### src/hdl/aabb_pkg.sv
// ---------------------------------------------------------------------------
// aabb_pkg
// Shared types, codes and saturation helper for the slide collision resolver.
// ---------------------------------------------------------------------------
`default_nettype none

package aabb_pkg;

  localparam logic CMD_WALL = 1'b0;
  localparam logic CMD_MOVE = 1'b1;

  localparam logic AXIS_X = 1'b0;
  localparam logic AXIS_Y = 1'b1;

  localparam logic signed [25:0] COORD_MAX = 26'sd8388607;
  localparam logic signed [25:0] COORD_MIN = -26'sd8388608;

  typedef struct packed {
    logic               cmd;
    logic [5:0]         wall_index;
    logic signed [23:0] pos_x;
    logic signed [23:0] pos_y;
    logic [22:0]        size_w;
    logic [22:0]        size_h;
    logic signed [23:0] step_x;
    logic signed [23:0] step_y;
  } in_t;

  typedef struct packed {
    logic signed [23:0] new_x;
    logic signed [23:0] new_y;
  } out_t;

  typedef struct packed {
    logic signed [23:0] left;
    logic signed [23:0] top;
    logic [22:0]        width;
    logic [22:0]        height;
  } wall_t;

  function automatic logic signed [23:0] sat24(input logic signed [25:0] v);
    if (v > COORD_MAX) begin
      return COORD_MAX[23:0];
    end else if (v < COORD_MIN) begin
      return COORD_MIN[23:0];
    end else begin
      return v[23:0];
    end
  endfunction

endpackage

`default_nettype wire

### src/hdl/aabb_snap.sv
// ---------------------------------------------------------------------------
// aabb_snap
// Strict overlap test of the box against one wall and snap on the active axis.
// ---------------------------------------------------------------------------
`default_nettype none

module aabb_snap (
  input  wire logic                  axis_i,
  input  wire logic signed [23:0]    box_x_i,
  input  wire logic signed [23:0]    box_y_i,
  input  wire logic [22:0]           box_w_i,
  input  wire logic [22:0]           box_h_i,
  input  wire logic signed [23:0]    step_x_i,
  input  wire logic signed [23:0]    step_y_i,
  input  wire aabb_pkg::wall_t       wall_i,
  output logic signed [23:0]         coord_o
);

  logic signed [25:0] cur, crs, cur_sz, crs_sz, lo, c_lo, span, c_span;
  logic signed [23:0] cur24, step;
  logic               hit;
  logic signed [25:0] snap_pos, snap_neg;

  always_comb begin
    if (axis_i == aabb_pkg::AXIS_Y) begin
      cur24  = box_y_i;
      step   = step_y_i;
      cur    = 26'(box_y_i);
      crs    = 26'(box_x_i);
      cur_sz = $signed({3'b000, box_h_i});
      crs_sz = $signed({3'b000, box_w_i});
      lo     = 26'(wall_i.top);
      c_lo   = 26'(wall_i.left);
      span   = $signed({3'b000, wall_i.height});
      c_span = $signed({3'b000, wall_i.width});
    end else begin
      cur24  = box_x_i;
      step   = step_x_i;
      cur    = 26'(box_x_i);
      crs    = 26'(box_y_i);
      cur_sz = $signed({3'b000, box_w_i});
      crs_sz = $signed({3'b000, box_h_i});
      lo     = 26'(wall_i.left);
      c_lo   = 26'(wall_i.top);
      span   = $signed({3'b000, wall_i.width});
      c_span = $signed({3'b000, wall_i.height});
    end

    // edges that only touch do not count
    hit = (cur < lo + span) && (cur + cur_sz > lo) &&
          (crs < c_lo + c_span) && (crs + crs_sz > c_lo);

    snap_pos = lo - cur_sz;
    snap_neg = lo + span;

    coord_o = cur24;
    if (hit) begin
      if (step > 24'sd0) begin
        coord_o = aabb_pkg::sat24(snap_pos);
      end else if (step < 24'sd0) begin
        coord_o = aabb_pkg::sat24(snap_neg);
      end
    end
  end

endmodule

`default_nettype wire
### config.mk
export PLATFORM = sky130hd
export DESIGN_NAME = aabb_snap
export DESIGN_NICKNAME = d
export VERILOG_FILES = /design/src/hdl/aabb_pkg.sv /design/src/hdl/aabb_snap.sv
export SDC_FILE = /design/constraint.sdc
export NUM_CORES = 1
export LEC_CHECK = 0
export ABC_AREA = 1
export ABC_CLOCK_PERIOD_IN_PS = 7220
export BUFFER_PORTS_ARGS = -buffer_cell sky130_fd_sc_hd__buf_4
export CAP_MARGIN = 20
export CORE_AREA = 2 2 192 194
export DETAILED_ROUTE_END_ITERATION = 10
export DIE_AREA = 0 0 194 196
export PLACE_DENSITY = 0.61
export SLEW_MARGIN = 20
export SYNTH_ARGS = -nofsm -noshare
export SYNTH_HDL_FRONTEND = slang
export SYNTH_SLANG_ARGS = --single-unit
### constraint.sdc
create_clock -name vclk -period 7.22
set_clock_uncertainty 0.2 [all_clocks]
set_input_delay 0.722 -clock vclk [all_inputs]
set_output_delay 0.722 -clock vclk [all_outputs]
set_load 0.005 [all_outputs]
After elaboration in Yosys (flattened, before gate mapping)
Cells that the tools add are included.
{ "op_classes": {"add_sub_neg": 5, "n_lt_le_gt_ge": 10, "mux": 17, "n_reduce_logical": 3} }
{ "op_table": {"columns": ["operator", "n"], "rows": [
  ["24-bit 2-to-1 mux", 9],
  ["26-bit adder", 4],
  ["26-bit 2-to-1 mux", 4],
  ["23-bit 2-to-1 mux", 4],
  ["26-bit by 24-bit > comparator with 1-bit output (second input constant)", 2],
  ["26-bit > comparator", 2],
  ["26-bit by 24-bit < comparator with 1-bit output (second input constant)", 2],
  ["26-bit < comparator", 2],
  ["26-bit subtractor", 1],
  ["24-bit by 1-bit > comparator with 1-bit output (second input constant)", 1],
  ["24-bit by 1-bit < comparator with 1-bit output (second input constant)", 1],
  ["1-bit logical AND", 3]
]} }
{ "word_totals": {"reg_bits": 0, "inputBits": 237, "output_inout_bits": 24} }

Longest topological paths before layout
{ "logic_depth": {"word_depth": 8, "mapped_depth": 37} }

Worst setup path before layout
OpenSTA, ideal clock, no wires.
{ "synth_timing": {"path_type": "input-to-output", "start": "input port axis_i", "end": "output port coord_o[10]", "arrival_ns": 4.997, "slack_ns": 1.301, "cell_stages": 32, "path_buffers": 6, "path_cell_list": "buf_6 > buf_2 > buf_2 > clkbuf_1 > clkbuf_1 > nand2_1 > o21ai_0 > ha_1 > inv_1 > fa_1 > o21ai_1 > a21oi_1 > o21ai_0 > a21boi_1 > o21ai_0 > nand2_1 > nand2_1 > nand2_1 > nand2_1 > ha_1 > nand2_1 > o21ai_0 > o21bai_1 > a21oi_1 > nand2_1 > nand2_1 > nand2_1 > nand3_2 > clkinv_2 > buf_6 > nand2_1 > nand2_1"} }
{ "synth_between": {"elab_chain_cells": 8, "word_cells_on_any_way": 35, "classes_between": "add/sub (5); order compare (10); mux (17); reduce/logical (3)"} }
{ "synth_lines": {"columns": ["element", "line", "text"], "rows": [
  ["start, declared", "aabb_snap.sv:8", "input wire logic axis_i,"],
  ["26-bit 2-to-1 mux or 23-bit 2-to-1 mux (tied branches)", "aabb_snap.sv:25", "if (axis_i == aabb_pkg::AXIS_Y) begin"],
  ["26-bit adder", "aabb_snap.sv:50, aabb_snap.sv:54", null],
  ["26-bit by 24-bit < comparator with 1-bit output", "aabb_pkg.sv:44", "end else if (v < COORD_MIN) begin"],
  ["24-bit 2-to-1 mux", "aabb_pkg.sv:44", null],
  ["24-bit 2-to-1 mux", "aabb_pkg.sv:42", "if (v > COORD_MAX) begin"],
  ["24-bit 2-to-1 mux", "aabb_snap.sv:60", "end else if (step < 24'sd0) begin"],
  ["24-bit 2-to-1 mux", "aabb_snap.sv:58", "if (step > 24'sd0) begin"],
  ["24-bit 2-to-1 mux *", "aabb_snap.sv:57", "if (hit) begin"],
  ["end, declared", "aabb_snap.sv:16", "output logic signed [23:0] coord_o"]
]} }
Mark *: on every way between the ends. The rest lies on a longest branch, timed or not.

Worst setup path after layout
{ "layout_timing": {"start": "input port axis_i", "end": "output port coord_o[2]"} }
Same word-level chain as after synthesis.

==> flow_summary.json <==
{
  "status": "complete, no violations",
  "max_freq_mhz": 150,
  "critPathTopFamily": "simple AND/OR/NAND/NOR gates",
  "ant_nets": 0,
  "place_ws_ns": 0.275,
  "dieArea_um2": 38000,
  "fin_crit_sh_pct": 92.6,
  "p_int_mw": 0.741,
  "synth_commonest_cells": "nand2_1, inv_1, o21ai_0, ha_1, a21oi_1",
  "setup_viol": 0,
  "nClkBuffers": 0,
  "hold_viol": 0,
  "gp_congestion": 1.03,
  "fin_nets": 3004,
  "via_per_inst": 5.23,
  "combPwrFrac_pct": 100.0,
  "critPathKind": "in -> out",
  "cp_common_cell": "nand2_1",
  "start_kind": "input port",
  "design.portCount": 261,
  "synth_cell_types": 41,
  "fill_cells": 4048,
  "fin_ws_ns": 0.538,
  "switching_share_pct": 62.2,
  "antenna_found_initial": 0,
  "yosysMostFrequentCell": "nand2_1",
  "syn_area_um2": 12500,
  "p_leak_nw": 8.46,
  "seq_cells": 0,
  "crit_path_top_delay_cell": "ha_1",
  "clockPowerShare_pct": 0,
  "tightest_slew_ns": 0.963,
  "synthDominantCellAreaShare_pct": 21.8,
  "hold_path_depth": 6,
  "vias": 15800,
  "switching_power_mw": 1.22,
  "crit_buf_inv": 4,
  "postCtsHoldBufs": 0,
  "grt_pass1_wl_mm": 82.1,
  "worstSetupEndpointType": "primary output",
  "drc": 0,
  "multi_input_area_um2": 10900,
  "min_from": "box_x_i[0]",
  "synth_fp_nets": 2775,
  "fp.dieH_um": 196,
  "start_util_pct": 34.6,
  "yosysSeqAreaShare_pct": 0,
  "routed_wl_mm": 54.0,
  "cp_max_fo": 73,
  "rsz0062_at_grt": "false",
  "period_needed_ns": 6.68,
  "detail_route.first_pass.iterations": 5,
  "wl_per_cell_um": 17.9,
  "grtUsageTotal_pct": 27.2,
  "rows": 70,
  "pwr-share-seq_pct": 0,
  "hold_class": "in -> out",
  "die_w_um": 194,
  "drtIter0Drc": 1062,
  "min_to": "coord_o[0]",
  "cts_setup_buffers": 0,
  "report.final.slew_viol_count": 0,
  "synth_area_leaders": "ha_1, nand2_1, o21ai_0, inv_1, a21oi_1",
  "first_global_vias": 15200,
  "io_buffers": 261,
  "cts_resized": 0,
  "drive_gt1_share_pct": 13.6,
  "crit_required_ns": 6.30,
  "synth_warnings": 0,
  "seq_area_um2": 0,
  "dpl.hpwl_mm": 48.5,
  "grt_max_degree": 96,
  "overflow": 0,
  "cap_violations": 0,
  "core_area_um2": 36100,
  "slowest_delay_ns": 0.51,
  "ir_drop_v": 0.0000682,
  "area_growth_syn_to_layout_pct": 19.9,
  "synth_area_leader_cell": "ha_1",
  "synthCells": 2316,
  "slew_headroom_pct": 35.3,
  "fin_setup_tns_ns": 0,
  "power.density_nw_per_um2": 131,
  "arrival_ns": 5.76,
  "num_antenna_cells": 0,
  "syn_avg_cell_area_um2": 5.38
}
## final cells by class
| cell class | count | share of cell area (%) |
|---|---|---|
| repair buffers | 282 | 14.4 |
| inverters | 359 | 9.04 |
| multi-input cells | 1902 | 72.6 |
| well taps | 468 | 3.92 |
## per-stage QoR
step	power, mW	cell area, um2	hold slack, ns	utilization, %	instances
6_report	1.96	15000	1.81	41.4	3011
5_1_grt	2.20	15000	1.86	41.4	3011
4_1_cts	1.94	14900	1.81	41.4	3011
3_5_place_dp	1.93	14900	1.81	41.4	3011
3_3_place_gp	1.91	14900	1.80	41.4	3011
2_1_floorplan	1.31	12500	1.48	-	2316
## cell usage in the layout, fill, tap and decap left out, types with 3 or more instances in the layout
cell      netlist  final
nand2_1       721    721
inv_1         355    355
buf_4           2    278
o21ai_0       276    274
ha_1          217    217
a21oi_1       179    179
nor2_1        126    126
nand3_1        78     78
xor2_1         55     55
or2_2          47     47
xnor2_1        40     40
nand4_1        27     27
nor3_1         20     20
nor4_1         20     20
o21a_1         15     15
o21bai_1       14     14
a21o_1         12     12
o21ai_1         6      8
nand3b_1        6      6
a31oi_1         5      5
a211oi_1        5      5
fa_1            5      5
o211ai_1        3      3
o21ai_2         3      3
nor2_2          3      3
and2_0          3      3
buf_12          0      3
## power groups by stage
stage	registers [mW]	logic (mW)	clock network, mW
CTS	0	1.94	0
detailed placement	0	1.93	0
global route	0	2.20	0
finish	0	1.96	0
global placement	0	1.91	0
floorplan	0	1.31	0
## routing by layer
layer	up-vias	routed length (um)	global-route usage [%]	share of wire, %
li1	7988	-	-	-
met1	7216	25000	37.8	46
met2	498	25000	47.3	46
met3	48	2960	0.946	5.5
met4	0	1030	4.46	1.9
met5	-	0	0	0
## worst min-delay path, delay by kind of cell
family / cells / cell delay, ns
buffers and inverters: 2 / 0.19
and+or+nand+nor: 4 / 0.37
## logic make-up after synthesis
logic type | synth area share [%]
AOI/OAI and AO/OA | 22.2
adders and majority gates | 22.6
xor gates and xnor gates | 6.67
buffers and inverters | 12.9
and+or+nand+nor | 35.6
## worst max path at each step
| stage | start | depth (start not counted) | slack, ns | endpoint |
|---|---|---|---|---|
| after floorplan | axis_i | 32 | 1.30 | coord_o[10] |
| after global placement | axis_i | 32 | 0.37 | coord_o[2] |
| after detailed placement | axis_i | 32 | 0.28 | coord_o[2] |
| after CTS | axis_i | 32 | 0.28 | coord_o[2] |
| after global routing | axis_i | 34 | 0.12 | coord_o[2] |
| final | axis_i | 27 | 0.54 | coord_o[2] |
Note: power is estimated with default switching activity, not from simulation.
