==> config.mk <==
export PLATFORM = sky130hd
export DESIGN_NAME = aabb_ram
export DESIGN_NICKNAME = d
export VERILOG_FILES = /design/src/hdl/aabb_ram.sv
export SDC_FILE = /design/constraint.sdc
export NUM_CORES = 1
export LEC_CHECK = 0
export ABC_CLOCK_PERIOD_IN_PS = 6800
export BUFFER_PORTS_ARGS = -buffer_cell sky130_fd_sc_hd__buf_2
export CAP_MARGIN = 10
export CORE_AREA = 2 2 195 197
export CTS_BUF_LIST = sky130_fd_sc_hd__clkbuf_8
export DETAILED_ROUTE_END_ITERATION = 8
export DIE_AREA = 0 0 197 199
export GPL_ROUTABILITY_DRIVEN = 0
export PLACE_DENSITY = 0.75
export SKIP_CTS_REPAIR_TIMING = 1
export SLEW_MARGIN = 10
export SYNTH_ARGS = -nofsm -noshare
export SYNTH_HDL_FRONTEND = slang
export SYNTH_SLANG_ARGS = --single-unit
==> constraint.sdc <==
create_clock -name clk_i -period 6.8 [get_ports clk_i]
set_clock_uncertainty 0.15 [all_clocks]
set_input_delay 1.02 -clock clk_i [delete_from_list [all_inputs] [get_ports clk_i]]
set_output_delay 1.02 -clock clk_i [all_outputs]
set_load 0.005 [all_outputs]
==> src/hdl/aabb_ram.sv <==
// ---------------------------------------------------------------------------
// aabb_ram
// Generic single write port, single read port RAM with registered read data.
// ---------------------------------------------------------------------------
`default_nettype none

module aabb_ram #(
  parameter int unsigned WIDTH = 8,
  parameter int unsigned DEPTH = 64,
  localparam int unsigned AW = (DEPTH > 1) ? $clog2(DEPTH) : 1
) (
  input  wire logic             clk_i,
  input  wire logic             we_i,
  input  wire logic [AW-1:0]    waddr_i,
  input  wire logic [WIDTH-1:0] wdata_i,
  input  wire logic             re_i,
  input  wire logic [AW-1:0]    raddr_i,
  output logic      [WIDTH-1:0] rdata_o
);

  logic [WIDTH-1:0] mem_q [DEPTH];
  logic [WIDTH-1:0] rdata_q;

  always_ff @(posedge clk_i) begin
    if (we_i) begin
      mem_q[waddr_i] <= wdata_i;
    end
    if (re_i) begin
      rdata_q <= mem_q[raddr_i];
    end
  end

  assign rdata_o = rdata_q;

endmodule

`default_nettype wire

### Yosys cells after proc, flatten, opt, wreduce, memory -nomap -nowiden

Memory sizes are Yosys's and may differ from the RTL's. A register that Yosys moved wholly into a read port is not among the register bits.
Index checks and enable logic that the tools add are counted.

| word-level totals | value |
|---|---|
| register bits after elaboration | 0 |
| memory bits (writable) | 512 |
| input port bits | 23 |
| output and inout port bits | 8 |
| word-level logic and storage cells | 3 |
| memories | 1 |

| cells by class | value |
|---|---|
| mux-type cells | 2 |

Memory list:

| memory | words | bits a word | read ports | clocked after Yosys merged registers in | wr ports | RTL line | RTL |
|---|---|---|---|---|---|---|---|
| mem_q | 64 | 8 | 1 | 1 | 1 | 21 | `logic [WIDTH-1:0] mem_q [DEPTH];` |

Operator list:

| kind | count |
|---|---|
| $mux 1 | 2 |

### Logic depth before layout (Yosys ltp)

Gate-level depths: netlist of the first run.

| depth | value |
|---|---|
| depth after elaboration | 2 |
| mapped depth | 9 |
| mapped depth without buffers | 5 |

### Worst setup path before layout of the first run

No wires, ideal clock.

| timing | value |
|---|---|
| path type | input-to-reg |
| from | input raddr_i[1] |
| to | register rdata_q[3], in the netlist rdata_o[3], read port of mem_q, data pin |
| arrival time | 2560 ps |
| data required time | 6384 ps |
| path slack | 3824 ps |
| stages | 7 |
| path buffers | 3 |
| cell sequence | buf_4 -> buf_2 -> buf_2 -> mux4_2 -> mux4_2 -> o21ai_1 -> o41ai_1 |

RTL lines:

| what | RTL line | RTL |
|---|---|---|
| start: declaration | 17 | `input wire logic [AW-1:0] raddr_i,` |
| end: declaration | 22 | `logic [WIDTH-1:0] rdata_q;` |

==> results of run 1 <==
cell families (layout without fill, tap and decap cells):
| group | after synthesis | after routing | synth area share (%) |
|---|---|---|---|
| DFF | 520 | 520 | 77.1 |
| muxes | 162 | 162 | 15.9 |
| and+or+nand+nor | 153 | 153 | 3.37 |
| AOI/OAI and AO/OA | 54 | 54 | 2.06 |
| buffers and inverters | 51 | 186 | 1.56 |
layout make-up:
class	count	area (um2)	area share [%]
clock buffers	87	1200	5.38
multi-input cells	369	4320	19.4
flip-flops and latches	520	15600	70.1
well taps	474	593	2.66
clock inverters	57	287	1.29
repair buffers	42	267	1.20
worst reg2reg max path, delay by kind of cell, from the launching register on:
family,cells,cell delay [ps]
AND/OR/NAND/NOR,1,410
flip-flops,1,350
multiplexers,2,810
AO/OA/AOI/OAI,2,460
per-stage QoR:
stage / setup WS [ps] / total power (W) / cells / utilization (%) / hold slack [ps]
3_5_place_dp: 2660 / 0.00394 / 1405 / 56.0 / 764
2_1_floorplan: 3820 / 0.00382 / 940 / - / 647
4_1_cts: 3320 / 0.00633 / 1549 / 60.0 / 612
6_report: 3310 / 0.00629 / 1549 / 60.0 / 650
5_1_grt: 3030 / 0.00649 / 1549 / 60.0 / 626
3_3_place_gp: 2750 / 0.00394 / 1405 / 56.0 / 761
power breakdown:
group | internal [W] | switching (W)
Sequential | 0.00356 | 0.0000116
Combinational | 0.000116 | 0.000191
Clock | 0.00125 | 0.00116
Total | 0.00493 | 0.00136
cells in the final DEF, fill, tap and decap left out, types with 3 or more instances in the layout:
cell / instances
edfxtp_1: 520
mux4_2: 126
clkbuf_8: 88
nor2_1: 83
buf_2: 27
mux2i_1: 23
clkinv_1: 23
nand2_1: 19
inv_1: 18
nor2b_1: 14
mux2_2: 13
nand3_1: 13
clkinv_2: 13
buf_4: 13
o221ai_1: 8
o22ai_1: 8
nand2b_1: 7
nor3_1: 7
a221oi_1: 6
a211oi_1: 4
nand3b_1: 3
a21oi_1: 3
a22oi_1: 3
o2111ai_1: 3
o2bb2ai_1: 3
routing by layer:
layer | track usage [%] | up-vias | routed length [um]
met4 | 8.41 | 10 | 1140
li1 | - | 4093 | -
met2 | 34.6 | 444 | 20500
met3 | 6.09 | 97 | 3700
met1 | 30.7 | 5030 | 17100
met5 | 0 | - | 70
how the worst max path moves through the flow:
stage,startpoint,to,slack (ps),cells after the start
after floorplan,raddr_i[1],rdata_o[3],3820,7
after global placement,raddr_i[0],rdata_o[4],2750,6
after detailed placement,raddr_i[0],rdata_o[3],2660,6
after CTS,raddr_i[0],rdata_o[3],3320,6
after global routing,raddr_i[0],rdata_o[3],3030,6
final,raddr_i[0],rdata_o[3],3310,6
state kept, by name (all words and copies together) (netlist names):
signal,cells
rdata_o,8
mem_q,512
==> summary.md, run 1 <==
| Metric | Value |
|---|---|
| Final setup TNS | 0 ps |
| H-tree depth | 3 |
| Run status | completed |
| Placed cell area | 0.0208 mm2 |
| Period Utilization, post-route | 51.3% |
| Number of synthesized flops with an enable pin | 520 |
| Fillcell total | 2,593 |
| Worst hold start | re_i |
| DRC Markers | 0 |
| Ys async rst share | 0% |
| Max-cap viol count | 0 |
| GRT Util Overall | 22.3% |
| Die area | 0.0392 mm2 |
| Port-buffer cells | 30 |
| Layout cells sized above 1 | 26.6% |
| Setup crit end kind | flop |
| Final net count | 1,037 |
| Synth-to-layout area growth | 10.0% |
| Row count | 71 |
| Slew headroom | 20.1% |
| Routed len/inst | 27.4 um |
| Initial antenna violation count | 5 |
| VDD IR-drop max | 0.000153 V |
| Achievable Freq | 0.287 GHz |
| Mean post-synth cell area | 21.5 um2 |
| Critical Path Start Type | input port |
| Die W | 197 um |
| Largest net degree at the start of global routing | 82 |
| Post-Route WL | 42,500 um |
| 1st-iter DRT viols | 1,018 |
| FF-to-FF setup slack | 4360 ps |
| Leading post-synthesis cells by cell area | edfxtp_1, mux4_2, nor2_1, mux2i_1, mux2_2 |
| CP Max Fanout | 81 |
| CP most frequent cell | buf_4 |
| Post-detailed-placement half-perimeter wirelength | 25,000 um |
| Ys flop type | edfxtp_1 |
| Hold Path Sink | rdata_o[4] |
| Gr ovfl total | 0 |
| Mapped Cells | 940 |
| WP buf/inv | 3 |
| Starting density of the core | 54.5% |
| Min cycle time layout | 3490 ps |
| Crit-path cells | clkbuf_8, buf_4, mux4_2, a2111oi_0, buf_4, o41ai_1 |
| RSZ-0062 raised after global routing | false |
| WHS Path Cells | 1 |
| Top-count cell post-synth | edfxtp_1 |
| Vias in the first global route | 9,733 |
| Slew @ Worst Pin | 1200 ps |
| Clk Latency, worst-skew pair | 620 ps |
| Hold Crit Class | in -> reg |
| Leading area contributor after synthesis | edfxtp_1 |
| Worst EP required | 7010 ps |
| PwrDens | 282 mW/mm2 |
| Vias/cell | 6.25 |
| Inserted Clock Buffers | 81 |
| Worst r2r src | mem_q[29][4] |
| Clock sink count | 520 |
| Synth unique cells | 39 |
| Number of synthesized register bits | 520 |
| Cell depth of the worst flop-to-flop path | 5 |
| Routed Antenna Nets | 0 |
| Final setup viols | 0 |
| CTS tree | built |
| Crit path max-delay cell type | clkbuf_8 |
| Fin. max-slew vios | 0 |
| Root buffer cell | clkbuf_8 |
| Core area | 0.0371 mm2 |
| Design Area, Final | 0.0223 mm2 |
| Register area share after synthesis | 77.1% |
| Netlist Area Pre-Place | 0.0202 mm2 |
| Vias | 9,674 |
| Final hold viol count | 0 |
| Post-synth top cells | edfxtp_1, mux4_2, nor2_1 |
| Net Count, Synth | 963 |
| Number of I/O pins | 31 |
| Clock Pin Slew Worst Setup and Hold Paths | 60 ps |
| Worst setup path class | in -> reg |
| Worst path max stage delay | 680 ps |
| Top delay family on crit path | buffers and inverters |
| Yosys top cell area share | 77.1% |
| N_diodes | 0 |
| First-pass GRT wire length | 62,400 um |
| Synth warn | 0 |
| Reg2reg end | rdata_o[4] |
| Clk buf depth | 3 |
| Critical Path AT | 3690 ps |
| Total iterations of the first detailed-routing run | 5 |
| Leakage power total | 6.99 nW |
| Die height | 199 um |
(Power assumes the default switching activity.)
==> run 2, diff against run 1 <==
--- a/config.mk
+++ b/config.mk
@@ -5,7 +5,7 @@
 export SDC_FILE = /design/constraint.sdc
 export NUM_CORES = 1
 export LEC_CHECK = 0
-export ABC_CLOCK_PERIOD_IN_PS = 6800
+export ABC_CLOCK_PERIOD_IN_PS = 2900
 export BUFFER_PORTS_ARGS = -buffer_cell sky130_fd_sc_hd__buf_2
 export CAP_MARGIN = 10
 export CORE_AREA = 2 2 195 197
@@ -13,7 +13,7 @@
 export DETAILED_ROUTE_END_ITERATION = 8
 export DIE_AREA = 0 0 197 199
 export GPL_ROUTABILITY_DRIVEN = 0
-export PLACE_DENSITY = 0.75
+export PLACE_DENSITY = 0.77
 export SKIP_CTS_REPAIR_TIMING = 1
 export SLEW_MARGIN = 10
 export SYNTH_ARGS = -nofsm -noshare
==> constraint.sdc (replaced) <==
create_clock -name clk_i -period 2.9 [get_ports clk_i]
set_clock_uncertainty 0.15 [all_clocks]
set_input_delay 0.435 -clock clk_i [delete_from_list [all_inputs] [get_ports clk_i]]
set_output_delay 0.435 -clock clk_i [all_outputs]
set_load 0.005 [all_outputs]
==> summary.md, run 2 (synthesized netlist as in run 1, its figures left out) <==
| Metric | Value |
|---|---|
| Routed len/inst | 26.8 um (-2.5%) |
| Psw | 0.00320 W (+130%) |
| Post-Route WL | 44,000 um (+3.5%) |
| Vias/cell | 6.28 (+0.57%) |
| Number of I/O pins | 31 (unchanged) |
| Internal | 0.0115 W (+130%) |
| DRC Markers | 0 (unchanged) |
| Worst r2r src | mem_q[21][4] |
| Cell depth of the worst flop-to-flop path | 5 (unchanged) |
| Switch share | 21.7% (+0.056 points) |
| Period Utilization, post-route | 79.9% |
| Run status | completed |
| First-pass GRT wire length | 65,700 um (+5.2%) |
| Worst EP required | 3100 ps (-3910 ps) |
| Worst setup path class | reg -> reg |
| Vias in the first global route | 10,545 (+8.3%) |
| Clock Pin Slew Worst Setup and Hold Paths | 70 ps (about the same) |
| Root buffer cell | clkbuf_8 |
| Clk buf depth | 3 (unchanged) |
| Most frequent cells in the layout | edfxtp_1, mux4_2, buf_4, nor2_1, clkbuf_8 |
| H-tree depth | 3 (unchanged) |
| Reg2reg end | rdata_o[4] |
| Top reg by flops | mem_q |
| RSZ-0062 raised after global routing | false |
| Starting density of the core | 54.5% (unchanged) |
| Worst hold start | re_i |
| Critical Path AT | 2520 ps (-1170 ps) |
| Final setup viols | 0 (unchanged) |
| Clk Latency, worst-skew pair | 610 ps (about the same) |
| WHS Path Cells | 1 (unchanged) |
| Fin util | 62.2% (+2.3 points) |
| Inserted Clock Buffers | 78 (-3.7%) |
| Achievable Freq | 0.432 GHz |
| Fillcell total | 2,436 (-6.1%) |
| Sequential power share | 56.8% (about the same) |
| Synth-to-layout area growth | 14.2% |
| Reg area | 0.0156 mm2 (unchanged) |
| Fin. max-slew vios | 0 (unchanged) |
| Die W | 197 um (unchanged) |
| Die area | 0.0392 mm2 (unchanged) |
| Row count | 71 (unchanged) |
| FF-to-FF setup slack | 580 ps (-3780 ps) |
| Final hold viol count | 0 (unchanged) |
| Most common cell after layout, fill and taps aside | edfxtp_1 |
| Vias | 10,332 (+6.8%) |
| Hold Path Sink | rdata_o[3] |
| Critical Path Start Type | flop |
| Gr ovfl total | 0 (unchanged) |
| Core area | 0.0371 mm2 (unchanged) |
| Initial antenna violation count | 0 (-5) |
| Max-cap viol count | 0 (unchanged) |
| Layout cells sized above 1 | 32.5% (+5.9 points) |
| Total Power | 0.0147 W (+130%) |
| Gate power share | 5.4% (+0.5 points) |
| GRT Util Overall | 23.2% (+0.97 points) |
| Routed Antenna Nets | 0 (unchanged) |
| Max reg flops | 512 (unchanged) |
| Die height | 199 um (unchanged) |
| Setup crit end kind | flop |
| Final setup TNS | 0 ps (unchanged) |
| PwrDens | 636 mW/mm2 (+130%) |
| Critical path launch point | mem_q[21][4] |
| Leakage power total | 7.54 nW (+8.0%) |
| Largest net degree at the start of global routing | 65 (-21%) |
| VDD IR-drop max | 0.000432 V (+180%) |
| Total iterations of the first detailed-routing run | 5 (unchanged) |
| CP Max Fanout | 1 (-99%) |
| 1st-iter DRT viols | 1,092 (+7.3%) |
| Hold Crit Class | in -> reg |
| Slew headroom | 38.9% (+19 points) |
| Part of the power in the clock network | 37.7% (-0.7 points) |
| Multi-input logic area | 0.00432 mm2 (unchanged) |
| CTS tree | built |
| Min cycle time layout | 2320 ps |
| Post-detailed-placement half-perimeter wirelength | 28,000 um (+12%) |
| Slew @ Worst Pin | 913 ps (-285 ps) |
| Port-buffer cells | 30 (unchanged) |
| Clock sink count | 520 (unchanged) |
| Final net count | 1,134 (+9.4%) |
[run 2: worst max path at each step]
stage            endpoint  cells past startpoint  slack (ps)
2_1_floorplan  rdata_o[3]                      7         510
5_1_grt        rdata_o[4]                      5         580
3_5_place_dp   rdata_o[4]                      7          50
3_3_place_gp   rdata_o[4]                      7          80
6_report       rdata_o[4]                      5         580
4_1_cts        rdata_o[4]                      5         620
[run 2: per-stage QoR]
| stage | cell area (um2) | instances | setup slack (ps) | hold slack [ps] |
|---|---|---|---|---|
| floorplan | 20200 | 940 | 509 | 384 |
| global placement | 21700 | 1505 | 81.5 | 655 |
| detailed placement | 21700 | 1505 | 52.6 | 664 |
| CTS | 23100 | 1644 | 620 | 32.3 |
| global route | 23100 | 1644 | 578 | 35.5 |
| finish | 23100 | 1645 | 584 | 52.0 |
[run 2: cell type report]
| class | instances | area share [%] |
|---|---|---|
| Timing Repair Buffer | 142 | 4.94 |
| Multi-Input combinational cell | 369 | 18.7 |
| Clock inverter | 59 | 1.49 |
| Clock buffer | 80 | 4.76 |
| Sequential cell | 520 | 67.6 |
| Tap cell | 474 | 2.57 |
| Antenna cell | 1 | 0.0108 |
[run 2: critical path, stage by stage (launching register included)]
cell and delay (ps):
edfxtp_1 370, mux4_2 480, mux2_2 270, o221a_2 280
nor3_1 370, o32ai_1 150
[run 2: power by group through the flow]
stage                     sequential (W)  clock, W  combinational (W)
final                            0.00836   0.00555           0.000800
after global routing             0.00836   0.00597           0.000848
after CTS                        0.00836   0.00565           0.000798
after detailed placement         0.00852         0           0.000797
after global placement           0.00851         0           0.000777
after floorplan                  0.00851         0           0.000444
[run 2: metal layers]
metal	share of wire (%)	GRT usage, %
met1	39	32.5
met5	0	0
met4	2.7	7.66
met3	9.9	5.49
met2	49	36.7
